===== src/rtl/i2cm_pkg.sv =====
package i2cm_pkg;

  localparam int BYTE_BITS   = 8;
  localparam int HALF_W      = 16;
  localparam int LIMIT_W     = 8;
  localparam int CFG_DATA_W  = 16;
  localparam int CFG_INDEX_W = 1;

  localparam logic [HALF_W-1:0]      HALF_PERIOD_RST   = 16'd80;
  localparam logic [LIMIT_W-1:0]     STRETCH_LIMIT_RST = 8'd255;
  localparam logic [CFG_INDEX_W-1:0] REG_HALF_PERIOD   = 1'b0;
  localparam logic [CFG_INDEX_W-1:0] REG_STRETCH_LIMIT = 1'b1;

  // Raw command codes on the input channel
  localparam logic [2:0] CMD_TICK  = 3'd0;
  localparam logic [2:0] CMD_START = 3'd1;
  localparam logic [2:0] CMD_STOP  = 3'd2;
  localparam logic [2:0] CMD_WRITE = 3'd3;
  localparam logic [2:0] CMD_READ  = 3'd4;

  typedef enum logic [2:0] {
    OP_TICK,
    OP_START,
    OP_STOP,
    OP_WRITE,
    OP_READ
  } op_t;

  typedef struct packed {
    op_t                  op;
    logic [BYTE_BITS-1:0] wr_data;
    logic                 rd_ack;
    logic                 sda;
    logic                 scl;
  } item_t;

  typedef struct packed {
    logic [HALF_W-1:0]  half_period;
    logic [LIMIT_W-1:0] stretch_limit;
  } cfg_t;

endpackage


===== src/rtl/i2cm_front.sv =====
module i2cm_front (
  input  logic                          in_valid,
  output logic                          in_ready,
  input  logic [2:0]                    cmd,
  input  logic [i2cm_pkg::BYTE_BITS-1:0] wr_data,
  input  logic                          rd_ack,
  input  logic                          sda_in,
  input  logic                          scl_in,
  input  logic                          q_full,
  output logic                          push,
  output i2cm_pkg::item_t               push_item
);
  import i2cm_pkg::*;

  op_t op;

  // Unknown codes act as ticks: ignored when idle, a tick when busy
  always_comb begin
    unique case (cmd)
      CMD_START: op = OP_START;
      CMD_STOP:  op = OP_STOP;
      CMD_WRITE: op = OP_WRITE;
      CMD_READ:  op = OP_READ;
      default:   op = OP_TICK;
    endcase
  end

  assign in_ready = !q_full;
  assign push     = in_valid && !q_full;

  assign push_item.op       = op;
  assign push_item.wr_data  = wr_data;
  assign push_item.rd_ack   = rd_ack;
  assign push_item.sda      = sda_in;
  assign push_item.scl      = scl_in;

endmodule


===== src/rtl/i2cm_fifo.sv =====
module i2cm_fifo (
  input  logic            clk,
  input  logic            rst,
  input  logic            push,
  input  i2cm_pkg::item_t push_item,
  output logic            full,
  input  logic            pop,
  output logic            q_valid,
  output i2cm_pkg::item_t q_item
);
  import i2cm_pkg::*;

  localparam int DEPTH = 2;
  localparam int PTR_W = $clog2(DEPTH);

  item_t            mem [DEPTH];
  logic [PTR_W-1:0] wr_ptr;
  logic [PTR_W-1:0] rd_ptr;
  logic [PTR_W:0]   count;

  assign full    = (count == (PTR_W+1)'(DEPTH));
  assign q_valid = (count != '0);
  assign q_item  = mem[rd_ptr];

  always_ff @(posedge clk) begin
    if (push) begin
      mem[wr_ptr] <= push_item;
    end
  end

  always_ff @(posedge clk) begin
    if (rst) begin
      wr_ptr <= '0;
      rd_ptr <= '0;
      count  <= '0;
    end else begin
      if (push) begin
        wr_ptr <= wr_ptr + PTR_W'(1);
      end
      if (pop) begin
        rd_ptr <= rd_ptr + PTR_W'(1);
      end
      case ({push, pop})
        2'b10:   count <= count + (PTR_W+1)'(1);
        2'b01:   count <= count - (PTR_W+1)'(1);
        default: count <= count;
      endcase
    end
  end

endmodule


===== src/rtl/i2cm_engine.sv =====
module i2cm_engine #(
  parameter int PAUSE_BITS = 16
) (
  input  logic                           clk,
  input  logic                           rst,
  input  i2cm_pkg::cfg_t                 cfg,
  input  logic                           q_valid,
  input  i2cm_pkg::item_t                item,
  output logic                           pop,
  output logic                           out_valid,
  input  logic                           out_ready,
  output logic                           sda_low,
  output logic                           scl_low,
  output logic                           busy_res,
  output logic                           done_res,
  output logic                           ack_seen,
  output logic [i2cm_pkg::BYTE_BITS-1:0] read_byte
);
  import i2cm_pkg::*;

  typedef enum logic [4:0] {
    PH_IDLE      = 5'd0,
    PH_STA_STR   = 5'd1,
    PH_STA_SDA   = 5'd2,
    PH_STA_SCL   = 5'd3,
    PH_STO_SETUP = 5'd4,
    PH_STO_STR   = 5'd5,
    PH_STO_SDA   = 5'd6,
    PH_STO_HOLD  = 5'd7,
    PH_WR_SETUP  = 5'd8,
    PH_WR_STR    = 5'd9,
    PH_WR_HIGH   = 5'd10,
    PH_WA_SETUP  = 5'd11,
    PH_WA_STR    = 5'd12,
    PH_WA_HIGH   = 5'd13,
    PH_WA_HOLD   = 5'd14,
    PH_RD_SETUP  = 5'd15,
    PH_RD_STR    = 5'd16,
    PH_RD_HIGH   = 5'd17,
    PH_RA_SETUP  = 5'd18,
    PH_RA_STR    = 5'd19,
    PH_RA_HIGH   = 5'd20,
    PH_RA_HOLD   = 5'd21
  } phase_t;

  typedef enum logic [1:0] {
    WK_NONE,
    WK_PAUSE,
    WK_STRETCH
  } wait_kind_t;

  function automatic wait_kind_t wait_kind(input phase_t p);
    wait_kind_t k;
    case (p) inside
      PH_STA_STR, PH_STO_STR, PH_WR_STR, PH_WA_STR, PH_RD_STR, PH_RA_STR:
        k = WK_STRETCH;
      PH_STA_SDA, PH_STA_SCL, PH_STO_SETUP, PH_STO_SDA, PH_STO_HOLD,
      PH_WR_SETUP, PH_WR_HIGH, PH_WA_SETUP, PH_WA_HIGH, PH_WA_HOLD,
      PH_RD_SETUP, PH_RD_HIGH, PH_RA_SETUP, PH_RA_HIGH, PH_RA_HOLD:
        k = WK_PAUSE;
      default:
        k = WK_NONE;
    endcase
    return k;
  endfunction

  phase_t                 phase, phase_next;
  logic [3:0]             bit_count, bit_count_next;
  logic [BYTE_BITS-1:0]   shift_reg, shift_reg_next;
  logic [PAUSE_BITS-1:0]  pause_count, pause_count_next;
  logic [LIMIT_W-1:0]     stretch_count, stretch_count_next;
  logic                   ack_to_send, ack_to_send_next;
  logic                   ack_flag, ack_flag_next;
  logic                   sda_drive, sda_drive_next;
  logic                   scl_drive, scl_drive_next;
  logic [BYTE_BITS-1:0]   rd_hold, rd_hold_next;

  logic                   fire;
  logic                   done;
  logic                   go;
  logic                   ent_go;
  logic                   ent_done;
  phase_t                 ent;
  logic [3:0]             bc_inc;
  logic [LIMIT_W-1:0]     sc_inc;
  logic [BYTE_BITS-1:0]   sh_shift;
  logic [31:0]            hp_ext;
  logic [PAUSE_BITS-1:0]  hp_trunc;
  logic [PAUSE_BITS-1:0]  pause_load;

  assign fire = q_valid && (!out_valid || out_ready);
  assign pop  = fire;

  // A zero pause length still lasts one tick
  assign hp_ext     = 32'(cfg.half_period);
  assign hp_trunc   = hp_ext[PAUSE_BITS-1:0];
  assign pause_load = (hp_trunc == '0) ? PAUSE_BITS'(1) : hp_trunc;

  assign bc_inc   = bit_count + 4'd1;
  assign sc_inc   = stretch_count + LIMIT_W'(1);
  assign sh_shift = {shift_reg[BYTE_BITS-2:0], 1'b0};

  always_comb begin
    phase_next         = phase;
    bit_count_next     = bit_count;
    shift_reg_next     = shift_reg;
    pause_count_next   = pause_count;
    stretch_count_next = stretch_count;
    ack_to_send_next   = ack_to_send;
    ack_flag_next      = ack_flag;
    sda_drive_next     = sda_drive;
    scl_drive_next     = scl_drive;
    rd_hold_next       = rd_hold;
    done               = 1'b0;
    go                 = 1'b0;
    ent_go             = 1'b0;
    ent_done           = 1'b0;
    ent                = PH_IDLE;

    if (phase == PH_IDLE) begin
      unique case (item.op)
        OP_START: begin
          sda_drive_next = 1'b0;
          ent            = PH_STA_STR;
          ent_go         = 1'b1;
        end
        OP_STOP: begin
          sda_drive_next = 1'b1;
          ent            = PH_STO_SETUP;
          ent_go         = 1'b1;
        end
        OP_WRITE: begin
          shift_reg_next = item.wr_data;
          bit_count_next = '0;
          sda_drive_next = !item.wr_data[BYTE_BITS-1];
          ent            = PH_WR_SETUP;
          ent_go         = 1'b1;
        end
        OP_READ: begin
          shift_reg_next   = '0;
          bit_count_next   = '0;
          ack_to_send_next = item.rd_ack;
          sda_drive_next   = 1'b0;
          ent              = PH_RD_SETUP;
          ent_go           = 1'b1;
        end
        default: ;
      endcase
    end else begin
      unique case (wait_kind(phase))
        WK_PAUSE: begin
          if (pause_count <= PAUSE_BITS'(1)) begin
            pause_count_next = '0;
            go               = 1'b1;
          end else begin
            pause_count_next = pause_count - PAUSE_BITS'(1);
          end
        end
        WK_STRETCH: begin
          if (item.scl) begin
            go = 1'b1;
          end else begin
            stretch_count_next = sc_inc;
            if (sc_inc >= cfg.stretch_limit) begin
              go = 1'b1;
            end
          end
        end
        default: go = 1'b1;
      endcase

      if (go) begin
        ent_go = 1'b1;
        unique case (phase)
          PH_STA_STR: ent = PH_STA_SDA;
          PH_STA_SDA: begin
            sda_drive_next = 1'b1;
            ent            = PH_STA_SCL;
          end
          PH_STA_SCL: begin
            scl_drive_next = 1'b1;
            ent_done       = 1'b1;
          end
          PH_STO_SETUP: ent = PH_STO_STR;
          PH_STO_STR:   ent = PH_STO_SDA;
          PH_STO_SDA: begin
            sda_drive_next = 1'b0;
            ent            = PH_STO_HOLD;
          end
          PH_STO_HOLD: ent_done = 1'b1;
          PH_WR_SETUP: ent = PH_WR_STR;
          PH_WR_STR:   ent = PH_WR_HIGH;
          PH_WR_HIGH: begin
            scl_drive_next = 1'b1;
            shift_reg_next = sh_shift;
            bit_count_next = bc_inc;
            if (bc_inc < 4'(BYTE_BITS)) begin
              sda_drive_next = !sh_shift[BYTE_BITS-1];
              ent            = PH_WR_SETUP;
            end else begin
              sda_drive_next = 1'b0;
              ent            = PH_WA_SETUP;
            end
          end
          PH_WA_SETUP: ent = PH_WA_STR;
          PH_WA_STR:   ent = PH_WA_HIGH;
          PH_WA_HIGH: begin
            ack_flag_next  = !item.sda;
            scl_drive_next = 1'b1;
            ent            = PH_WA_HOLD;
          end
          PH_WA_HOLD:  ent_done = 1'b1;
          PH_RD_SETUP: ent = PH_RD_STR;
          PH_RD_STR:   ent = PH_RD_HIGH;
          PH_RD_HIGH: begin
            shift_reg_next = {shift_reg[BYTE_BITS-2:0], item.sda};
            scl_drive_next = 1'b1;
            bit_count_next = bc_inc;
            if (bc_inc < 4'(BYTE_BITS)) begin
              ent = PH_RD_SETUP;
            end else begin
              sda_drive_next = ack_to_send;
              ent            = PH_RA_SETUP;
            end
          end
          PH_RA_SETUP: ent = PH_RA_STR;
          PH_RA_STR:   ent = PH_RA_HIGH;
          PH_RA_HIGH: begin
            scl_drive_next = 1'b1;
            sda_drive_next = 1'b0;
            ent            = PH_RA_HOLD;
          end
          PH_RA_HOLD: begin
            rd_hold_next = shift_reg;
            ent_done     = 1'b1;
          end
          default: ent_done = 1'b1;
        endcase
      end
    end

    // Enter the next phase; a stretch wait with no limit falls through to its pause
    if (ent_done) begin
      phase_next = PH_IDLE;
      done       = 1'b1;
    end else if (ent_go) begin
      if (wait_kind(ent) == WK_STRETCH) begin
        scl_drive_next     = 1'b0;
        stretch_count_next = '0;
        if (cfg.stretch_limit != '0) begin
          phase_next = ent;
        end else begin
          phase_next       = phase_t'(ent + 5'd1);
          pause_count_next = pause_load;
        end
      end else begin
        phase_next       = ent;
        pause_count_next = pause_load;
      end
    end
  end

  always_ff @(posedge clk) begin
    if (rst) begin
      phase         <= PH_IDLE;
      bit_count     <= '0;
      shift_reg     <= '0;
      pause_count   <= '0;
      stretch_count <= '0;
      ack_to_send   <= 1'b0;
      ack_flag      <= 1'b0;
      sda_drive     <= 1'b0;
      scl_drive     <= 1'b0;
      rd_hold       <= '0;
      out_valid     <= 1'b0;
    end else begin
      if (fire) begin
        phase         <= phase_next;
        bit_count     <= bit_count_next;
        shift_reg     <= shift_reg_next;
        pause_count   <= pause_count_next;
        stretch_count <= stretch_count_next;
        ack_to_send   <= ack_to_send_next;
        ack_flag      <= ack_flag_next;
        sda_drive     <= sda_drive_next;
        scl_drive     <= scl_drive_next;
        rd_hold       <= rd_hold_next;
        out_valid     <= 1'b1;
      end else if (out_ready) begin
        out_valid <= 1'b0;
      end
    end
  end

  // Result register: loaded with the state left by each item
  always_ff @(posedge clk) begin
    if (fire) begin
      sda_low   <= sda_drive_next;
      scl_low   <= scl_drive_next;
      busy_res  <= (phase_next != PH_IDLE);
      done_res  <= done;
      ack_seen  <= ack_flag_next;
      read_byte <= rd_hold_next;
    end
  end

endmodule


===== src/rtl/i2c_master_byte_engine_core.sv =====
// I2C master bit engine for open-drain lines. While idle, an item carrying a
// start, stop, write-byte or read-byte command launches that sequence; every
// later item is a tick that advances the SDA/SCL drive outputs by one step
// (pauses of half_period ticks, SCL stretch waits of up to stretch_limit
// ticks). Each item yields exactly one result with the line drives, busy,
// done, the last write ACK and the last read byte. The engine takes one item
// per clock while its result is not stalled: each item is one state update in
// the back-end sequencer, fed through a two-entry queue, and the result lands
// in an output register when the sequencer takes the item from the queue.
// Input stalls only when the queue holds two items behind a stalled result.
// Configuration writes are taken at any time but belong to idle periods.
module i2c_master_byte_engine_core #(
  parameter int PAUSE_BITS = 16
) (
  input  logic                            clk,
  input  logic                            rst,
  input  logic                            in_valid,
  output logic                            in_ready,
  input  logic [2:0]                      cmd,
  input  logic [i2cm_pkg::BYTE_BITS-1:0]   wr_data,
  input  logic                            rd_ack,
  input  logic                            sda_in,
  input  logic                            scl_in,
  output logic                            out_valid,
  input  logic                            out_ready,
  output logic                            sda_low,
  output logic                            scl_low,
  output logic                            busy_res,
  output logic                            done_res,
  output logic                            ack_seen,
  output logic [i2cm_pkg::BYTE_BITS-1:0]   read_byte,
  input  logic                            cfg_we,
  input  logic [i2cm_pkg::CFG_INDEX_W-1:0] cfg_index,
  input  logic [i2cm_pkg::CFG_DATA_W-1:0]  cfg_data
);
  import i2cm_pkg::*;

  cfg_t  cfg;
  item_t push_item;
  item_t q_item;
  logic  push;
  logic  q_full;
  logic  q_valid;
  logic  q_pop;

  always_ff @(posedge clk) begin
    if (rst) begin
      cfg.half_period   <= HALF_PERIOD_RST;
      cfg.stretch_limit <= STRETCH_LIMIT_RST;
    end else if (cfg_we) begin
      unique case (cfg_index)
        REG_HALF_PERIOD:   cfg.half_period   <= cfg_data[HALF_W-1:0];
        REG_STRETCH_LIMIT: cfg.stretch_limit <= cfg_data[LIMIT_W-1:0];
        default: ;
      endcase
    end
  end

  i2cm_front u_front (
    .in_valid  (in_valid),
    .in_ready  (in_ready),
    .cmd       (cmd),
    .wr_data   (wr_data),
    .rd_ack    (rd_ack),
    .sda_in    (sda_in),
    .scl_in    (scl_in),
    .q_full    (q_full),
    .push      (push),
    .push_item (push_item)
  );

  i2cm_fifo u_fifo (
    .clk       (clk),
    .rst       (rst),
    .push      (push),
    .push_item (push_item),
    .full      (q_full),
    .pop       (q_pop),
    .q_valid   (q_valid),
    .q_item    (q_item)
  );

  i2cm_engine #(
    .PAUSE_BITS (PAUSE_BITS)
  ) u_engine (
    .clk       (clk),
    .rst       (rst),
    .cfg       (cfg),
    .q_valid   (q_valid),
    .item      (q_item),
    .pop       (q_pop),
    .out_valid (out_valid),
    .out_ready (out_ready),
    .sda_low   (sda_low),
    .scl_low   (scl_low),
    .busy_res  (busy_res),
    .done_res  (done_res),
    .ack_seen  (ack_seen),
    .read_byte (read_byte)
  );

  a_done_not_busy: assert property (@(posedge clk) disable iff (rst)
    out_valid |-> !(done_res && busy_res))
    else $error("done reported while still busy");

  a_pop_has_item: assert property (@(posedge clk) disable iff (rst)
    q_pop |-> q_valid)
    else $error("engine popped an empty queue");

  a_result_from_queue: assert property (@(posedge clk) disable iff (rst)
    $rose(out_valid) |-> $past(q_valid))
    else $error("result appeared without a queued item");

endmodule


===== config.mk =====
export PLATFORM = sky130hd
export DESIGN_NAME = i2c_master_byte_engine_core
export DESIGN_NICKNAME = d
export VERILOG_FILES = /design/src/rtl/i2cm_pkg.sv /design/src/rtl/i2cm_front.sv /design/src/rtl/i2cm_fifo.sv /design/src/rtl/i2cm_engine.sv /design/src/rtl/i2c_master_byte_engine_core.sv
export SDC_FILE = /design/constraint.sdc
export NUM_CORES = 1
export LEC_CHECK = 0
export BUFFER_PORTS_ARGS = -buffer_cell sky130_fd_sc_hd__clkbuf_2
export CAP_MARGIN = 20
export CORE_MARGIN = 4
export CORE_UTILIZATION = 53
export CTS_BUF_LIST = sky130_fd_sc_hd__clkbuf_4 sky130_fd_sc_hd__clkbuf_8 sky130_fd_sc_hd__clkbuf_16
export CTS_CLUSTER_SIZE = 40
export DETAILED_ROUTE_END_ITERATION = 6
export HOLD_SLACK_MARGIN = 0.06
export PLACE_DENSITY = 0.74
export RECOVER_POWER = 25
export SETUP_SLACK_MARGIN = 0.05
export SLEW_MARGIN = 20
export SYNTH_ARGS = -nofsm -noshare
export SYNTH_HDL_FRONTEND = slang
export SYNTH_HIERARCHICAL = 1
export SYNTH_SLANG_ARGS = --single-unit

===== constraint.sdc =====
create_clock -name clk -period 4.4 [get_ports clk]
set_input_delay 0.22 -clock clk [delete_from_list [all_inputs] [get_ports clk]]
set_output_delay 0.22 -clock clk [all_outputs]
set_load 0.005 [all_outputs]

# --- Word-level counts from Yosys, hierarchy flattened ---
# Memory sizes are Yosys's and may differ from the RTL's. A register that Yosys moved wholly into a read port is not among the register bits.
# Cells that the tools add are included.
word_totals:
  ff_bits: 95
  ramBits: 28
  in_bits: 36
  output_inout_bits: 15
  wordCells: 204
  n_memories: 1
memory_table:
  columns: ["memory", "depth", "width", "rd", "rd_clocked_by_memory_dff", "wr", "line_no", "text"]
  rows:
  - ["u_fifo.mem", 2, 14, 1, 1, 1, "i2cm_fifo.sv:16", "item_t mem [DEPTH];"]
classes:
  addsub: 8
  n_lt_le_gt_ge: 3
  n_eq_ne: 58
  muxes: 77
  bitwise: 1
  n_reduce_logical: 34
ops:
  columns: ["cell", "n"]
  rows:
  - ["$mux 16", 8]
  - ["$mux 8", 11]
  - ["$pmux 5 s17", 1]
  - ["$eq 5x4->1 const B", 16]
  - ["$eq 5x5->1 const B", 12]
  - ["$eq 5x3->1 const B", 8]
  - ["$mux 5", 7]
  - ["$mux 1", 32]
  - ["$pmux 8 s2", 2]
  - ["$reduce_or 15->1", 2]
  - ["$eq 5x2->1 const B", 4]
  - ["$reduce_or 17->1", 1]
  - ["$le 16x1->1 const B", 1]
  - ["$logic_not 16->1", 1]
  - ["$mux 4", 4]
  - ["$pmux 4 s4", 1]
  - ["$sub 16x1->16 const B", 1]
  - ["$eq 3x2->1 const B", 4]
  - ["$mux 2", 6]
  - ["$pmux 3 s4", 1]
  - ["$reduce_or 6->1", 2]
  - ["$eq 5x1->1 const B", 2]
  - ["$reduce_bool 2->1", 5]
  - ["$add 8x1->8 const B", 1]
  - ["31 further kinds", 48]

# --- Logic depth before layout (Yosys ltp) ---
depth:
  depth_word: 21
  ltp_mapped: 22
  ltp_nobuf: 20

# --- Modules after synthesis ---
# The synthesis kept the hierarchy.
modules_own_cells:
  columns: ["module", "instances", "cells_per_inst", "area_per_inst_um2", "seq_area_each_um2"]
  rows:
  - ["i2cm_engine", 1, 573, 4543.1, 1471.4]
  - ["i2cm_fifo", 1, 65, 1211.2, 940.9]
  - ["i2c_master_byte_engine_core", 1, 100, 1087.3, 480.5]
  - ["i2cm_front", 1, 16, 122.6, 0.0]

# --- Worst setup path after synthesis ---
# OpenSTA, ideal clock, no wires.
synth_path:
  kind: "flip-flop to flip-flop"
  start: "register u_engine.stretch_count[0]"
  end: "register u_engine.busy_res (data pin)"
  setup_time_ns: 0.269
  arrival_time_ns: 4.491
  t_required_ns: 4.131
  setup_slack_ns: -0.360
  stages_incl_launch_ff: 21
  n_path_buf: 1
  synth_period_minus_slack_ns: 4.760
  cell_sequence: "dfxtp_1 ha_1 and3_1 and3_1 xor2_1 ha_1 and4_1 a21oi_1 o221ai_1 o22ai_1 buf_2 a2bb2oi_1 inv_1 ha_1 nand4_1 o311ai_0 mux2_4 o31ai_2 mux2i_1 o221ai_1 nand4_1"
synth_via:
  elab_chain_len: 19
  elab_cells_between_ends: 46
  classes_between: "2 x add/sub; 1 x order compare; 22 x eq/ne; 18 x mux; 3 x reduce/logical"
synth_rtl:
  columns: ["element", "line_no", "text"]
  rows:
  - ["from (decl)", "i2cm_engine.sv:71", "logic [LIMIT_W-1:0] stretch_count, stretch_count_next;"]
  - ["from (signal assigned)", "i2cm_engine.sv:282", "stretch_count <= stretch_count_next;"]
  - ["$add 8x1->8 (*)", "i2cm_engine.sv:100", "assign sc_inc = stretch_count + LIMIT_W'(1);"]
  - ["$ge 8x8->1 (*)", "i2cm_engine.sv:164", "if (sc_inc >= cfg.stretch_limit) begin"]
  - ["$mux 1 (*)", "i2cm_engine.sv:164", null]
  - ["$mux 1 (*)", "i2cm_engine.sv:160", "if (item.scl) begin"]
  - ["$pmux 1 s2 (*)", "i2cm_engine.sv:150", "unique case (wait_kind(phase))"]
  - ["$mux 1 (*)", "i2cm_engine.sv:120", "if (phase == PH_IDLE) begin"]
  - ["$mux 5", "i2cm_engine.sv:172", "if (go) begin"]
  - ["$mux 5", "i2cm_engine.sv:120", null]
  - ["(+3 left out)", null, null]
  - ["$mux 2", "i2cm_engine.sv:54", "case (p) inside"]
  - ["$mux 2", "i2cm_engine.sv:246", "end else if (ent_go) begin"]
  - ["$mux 2", "i2cm_engine.sv:243", "if (ent_done) begin"]
  - ["$eq 2x2->1", "i2cm_engine.sv:247", "if (wait_kind(ent) == WK_STRETCH) begin"]
  - ["$mux 5", "i2cm_engine.sv:247", null]
  - ["$mux 5", "i2cm_engine.sv:246", null]
  - ["$mux 5 (*)", "i2cm_engine.sv:243", null]
  - ["$reduce_bool 5->1 (*)", "i2cm_engine.sv:300", "busy_res <= (phase_next != PH_IDLE);"]
  - ["to (signal assigned)", "i2cm_engine.sv:300", null]
  - ["to (decl)", "i2cm_engine.sv:14", "output logic busy_res,"]
# Mark *: on every way between the ends. The rest lies on a longest branch, timed or not. The select of a mux whose other input is x is not followed.
# A chain may end at the register's enable or synchronous reset.

# --- Final worst setup path ---
# Ends and elaborated chain as after synthesis.

==> run_results.csv <==
group,metric,value,unit
power,vdd.ir_drop.worst,396,uV
setup_path,worst-path-max-fanout,4,
place,dpl.hpwl,12000,um
place,placed_cells,954,
yosys,syn-instance-count,754,
cts,cts_num_sinks,124,
global_route,grt_util_all_layers,23.4,%
global_route,global_route_wire_length_before_repair,27600,um
place,globalplace.congestion,0.936,
sta,fin_ws,0.181,ns
final_layout,layout.cells.non_filler,1009,
die,std_cell_rows,41,
yosys,synth.largest_area_cell,"dfxtp_1",
sta,fin_tns_setup,0,ns
yosys,synth-edff-count,41,
global_route,grt_max_degree,41,
cts,cts.reportedPaths.clkPinSlew,0.05,ns
sta,fin_crit_sh,95.9,%
cts,tritoncts,"built",
setup_path,endpoint_type_of_the_worst_setup_path,"flop",
yosys,synth_top_area_share,23.9,%
power,pwr-share-clk,19.5,%
final_layout,reg.largest.list,"u_fifo/mem: 28 flops, cfg: 24 flops, u_engine/pause_count: 16 flops",
sta,max_slew.worst_pin.slew,0.867,ns
sta,fmaxAchievable,237,MHz
final_layout,diodes,0,
power,power.switching,0.00274,W
global_route,overflow_left_after_global_routing,0,
yosys,synth_area,6960,um^2
sta,slew-limit-headroom,42.0,%
final_layout,utilization,64.5,%
cts,tritoncts_buffers,17,
die,initial_core_util,54.7,%
cts,clock-root-buffer,"clkbuf_16",
status,outcome,"finished clean",
die,die_h,123,um
cts,htree_num_levels,4,
drt,detailedRoute.firstIterationViolations,576,
setup_path,cp.required,4.56,ns
yosys,yosys_warnings,6,
sta,setup_viol,0,
drt,drt-pass1-iter-count,6,
final_layout,final_layout_size_suffix_gt1_share,21.5,%
yosys,ys_dominant_reg_cell,"dfxtp_1",
sta,final_hold_viol_count,0,
worst_hold_path,holdCritPathClass,"in2reg",
yosys,synth.area.top_cells,"dfxtp_1 (24%), edfxtp_1 (18%), nor2_1 (4.7%), mux2_2 (3.6%), mux2i_1 (3.3%)",
yosys,synth_area_per_cell,9.24,um^2
cts,clk_path_buf_depth,2,
sta,fin_worst_skew,0.0127,ns
drt,post-route-drc-count,0,
power,power.density_cell_area,787,nW/um^2
setup_path,reg2reg_depth,20,
power,switching_share,42.4,%
setup_path,setup.worst_path.class,"reg2reg",
setup_path,setup.worst_path.start_class,"flop",
worst_hold_path,min_delay_path_depth,3,
place,place.port_buffers,50,
global_route,grt_pass1_vias,5639,
yosys,synth.lib_cells_used.distinct,78,
drt,final_antenna_net_count,0,
drt,wl_per_cell,17.1,um
yosys,seq_cells_post_synth,124,
final_layout,flip_flop_count_of_the_largest_register_after_layout,28,
setup_path,critical_path_arrival,4.38,ns
job,count_of_maximum_capacitance_violations,0,
power,power.sequential.fraction,25.9,%
place,pre_cts_ws,-0.0867,ns
yosys,synth.yosys.seq_area_share,41.5,%
power,static-leakage-power,3.31,nW
final_layout,area_growth_syn_to_layout,17.8,%
power,power.combinational.fraction,54.7,%
drt,detail_route.wirelength,17300,um
power,finalPower,0.00646,W
power,p_int,0.00372,W
cts,clock_insertion_delay_worst_skew,0.42,ns
sta,timing_max_transition_violations_final,0,
global_route,initial_antenna_violation_count,0,
drt,detail_route.vias_per_cell,5.95,
die,fp.dieArea,15000,um^2
die,floorplan.die.width,123,um
final_layout,final_nets,877,
final_layout,registers.top_by_ff_count,"u_fifo/mem",
yosys,postSynth.asyncResetShare,0,%
drt,detailroute.via_count,6005,
sta,post-route-min-period,4.22,ns
die,core_region_area,12700,um^2
die,floorplan.io_pins,51,
sta,unrepaired_setup_endpoints_after_global_routing,"false",
yosys,syn_nets,807,
area by class of cell:
cell class                 instances  area (um^2)
tap                              172          215
sequential                       124         2900
inverter                          22         82.6
fill                            1099         4520
clock buffer                      25          498
timing repair buffer             103          687
clock inverter                     7         42.5
multi-input combinational        556         3780
metrics by stage:
step / instance area, um^2 / hold slack (ns)
2_1_floorplan: 7020 / 0.289
3_3_place_gp: 7430 / 0.408
3_5_place_dp: 7430 / 0.413
4_1_cts: 8160 / 0.0618
5_1_grt: 8210 / 0.0830
6_report: 8210 / 0.0753
cell usage after synthesis, drive strengths merged, types with 2 or more instances:
cell and number:
o32ai 3, nor2b 9, nor3b 4, nor4b 4
a211oi 5, o41ai 4, buf 25, o211ai 6
a211o 8, a21o 4, or3 5, nor4 10
ha 17, nand4bb 14, mux2i 23, a22oi 2
o21ai 53, a21oi 39, nor2 88, and2b 3
and3 15, or4 3, inv 22, a31oi 4
xor2 15, a2111oi 2, o22ai 3, nand2 55
nand2b 21, and2 5, xnor2 12, o221ai 2
nor3 39, o31ai 6, or2 3, dfxtp 83
mux2 23, a22o 3, nand4 7, o21a 4
a2bb2oi 3, clkbuf 27, nand3 16, edfxtp 41
power by group through the flow:
| stage | sequential (W) | combinational (W) | clock (W) |
|---|---|---|---|
| after detailed placement | 0.00169 | 0.00331 | 0 |
| after floorplan | 0.00164 | 0.00236 | 0 |
| after global placement | 0.00168 | 0.00322 | 0 |
| after global routing | 0.00170 | 0.00380 | 0.00134 |
| after CTS | 0.00167 | 0.00336 | 0.00127 |
| final | 0.00167 | 0.00353 | 0.00126 |
what timing repair did:
| item | in CTS | in global routing |
|---|---|---|
| gates resized for setup | 8 | 11 |
| setup endpoints to repair | 28 | 30 |
| setup buffers | 2 | 6 |
| hold buffers | 15 | 0 |
| pin swaps | 4 | 11 |
| endpoints found under the hold margin | 26 | 0 |
path summary, 6_finish.rpt:
kind,startpoint,endpoint,slack [ns]
worst max-delay path,u_engine/stretch_count[0],u_engine/busy_res,0.18
worst min register to register,cfg[7],cfg[7],0.47
worst min-delay path,cfg_data[4],cfg[12],0.08
worst max register to register,u_engine/stretch_count[0],u_engine/busy_res,0.18
logic make-up (layout without fill, tap and decap cells):
family | after synthesis | after routing | share of synthesized area (%)
AO/OA/AOI/OAI | 161 | 161 | 15.8
XOR/XNOR | 27 | 27 | 3.40
adder cells (fa/ha/maj) | 17 | 17 | 3.05
buffers and inverters | 74 | 157 | 5.41
flip-flops | 124 | 124 | 41.5
multiplexers | 46 | 46 | 7.08
AND/OR/NAND/NOR | 305 | 305 | 23.7
metal layers:
layer / vias to the layer above / GRT usage, % / share of wire (%)
li1: 2864 / - / -
met2: 211 / 37.5 / 48
met4: 0 / 9.94 / 2.4
met5: - / 0 / 0
met3: 53 / 5.07 / 6.0
met1: 2877 / 30.7 / 43
critical path, stage by stage (launching register included):
cell and delay [ns]:
dfxtp_2 0.34, ha_2 0.18, and3_4 0.19, and3_1 0.20
xor2_1 0.16, ha_1 0.32, and4_4 0.23, o211ai_1 0.11
o221ai_2 0.24, o22ai_2 0.14, buf_6 0.15, a2bb2oi_4 0.16
inv_2 0.09, ha_4 0.15, inv_1 0.05, o311ai_2 0.22
mux2_4 0.24, o31ai_4 0.08, nor4b_2 0.34, xor2_1 0.25
nand4_1 0.12
placed cells by master, fill, tap and decap left out, drive strengths merged, types with 4 or more instances in the layout:
cell type,netlist,layout
nand3,16,16
nor4b,4,4
nor2,88,88
xor2,15,15
ha,17,17
a21oi,39,39
a31oi,4,4
and2,5,5
nand2b,21,21
clkinv,0,5
nand4,7,7
o211ai,6,6
o31ai,6,6
dlygate4sd3,0,15
mux2i,23,23
a21o,4,4
or3,5,5
and3,15,15
dfxtp,83,83
nor3b,4,4
o21a,4,4
nor4,10,10
inv,22,22
a211oi,5,5
edfxtp,41,41
nor2b,9,9
nand4bb,14,14
mux2,23,23
a211o,8,8
buf,25,37
o41ai,4,4
xnor2,12,12
o21ai,53,53
nand2,55,55
clkbuf,27,76
nor3,39,39
No activity file was read; power rests on OpenSTA's default activity.
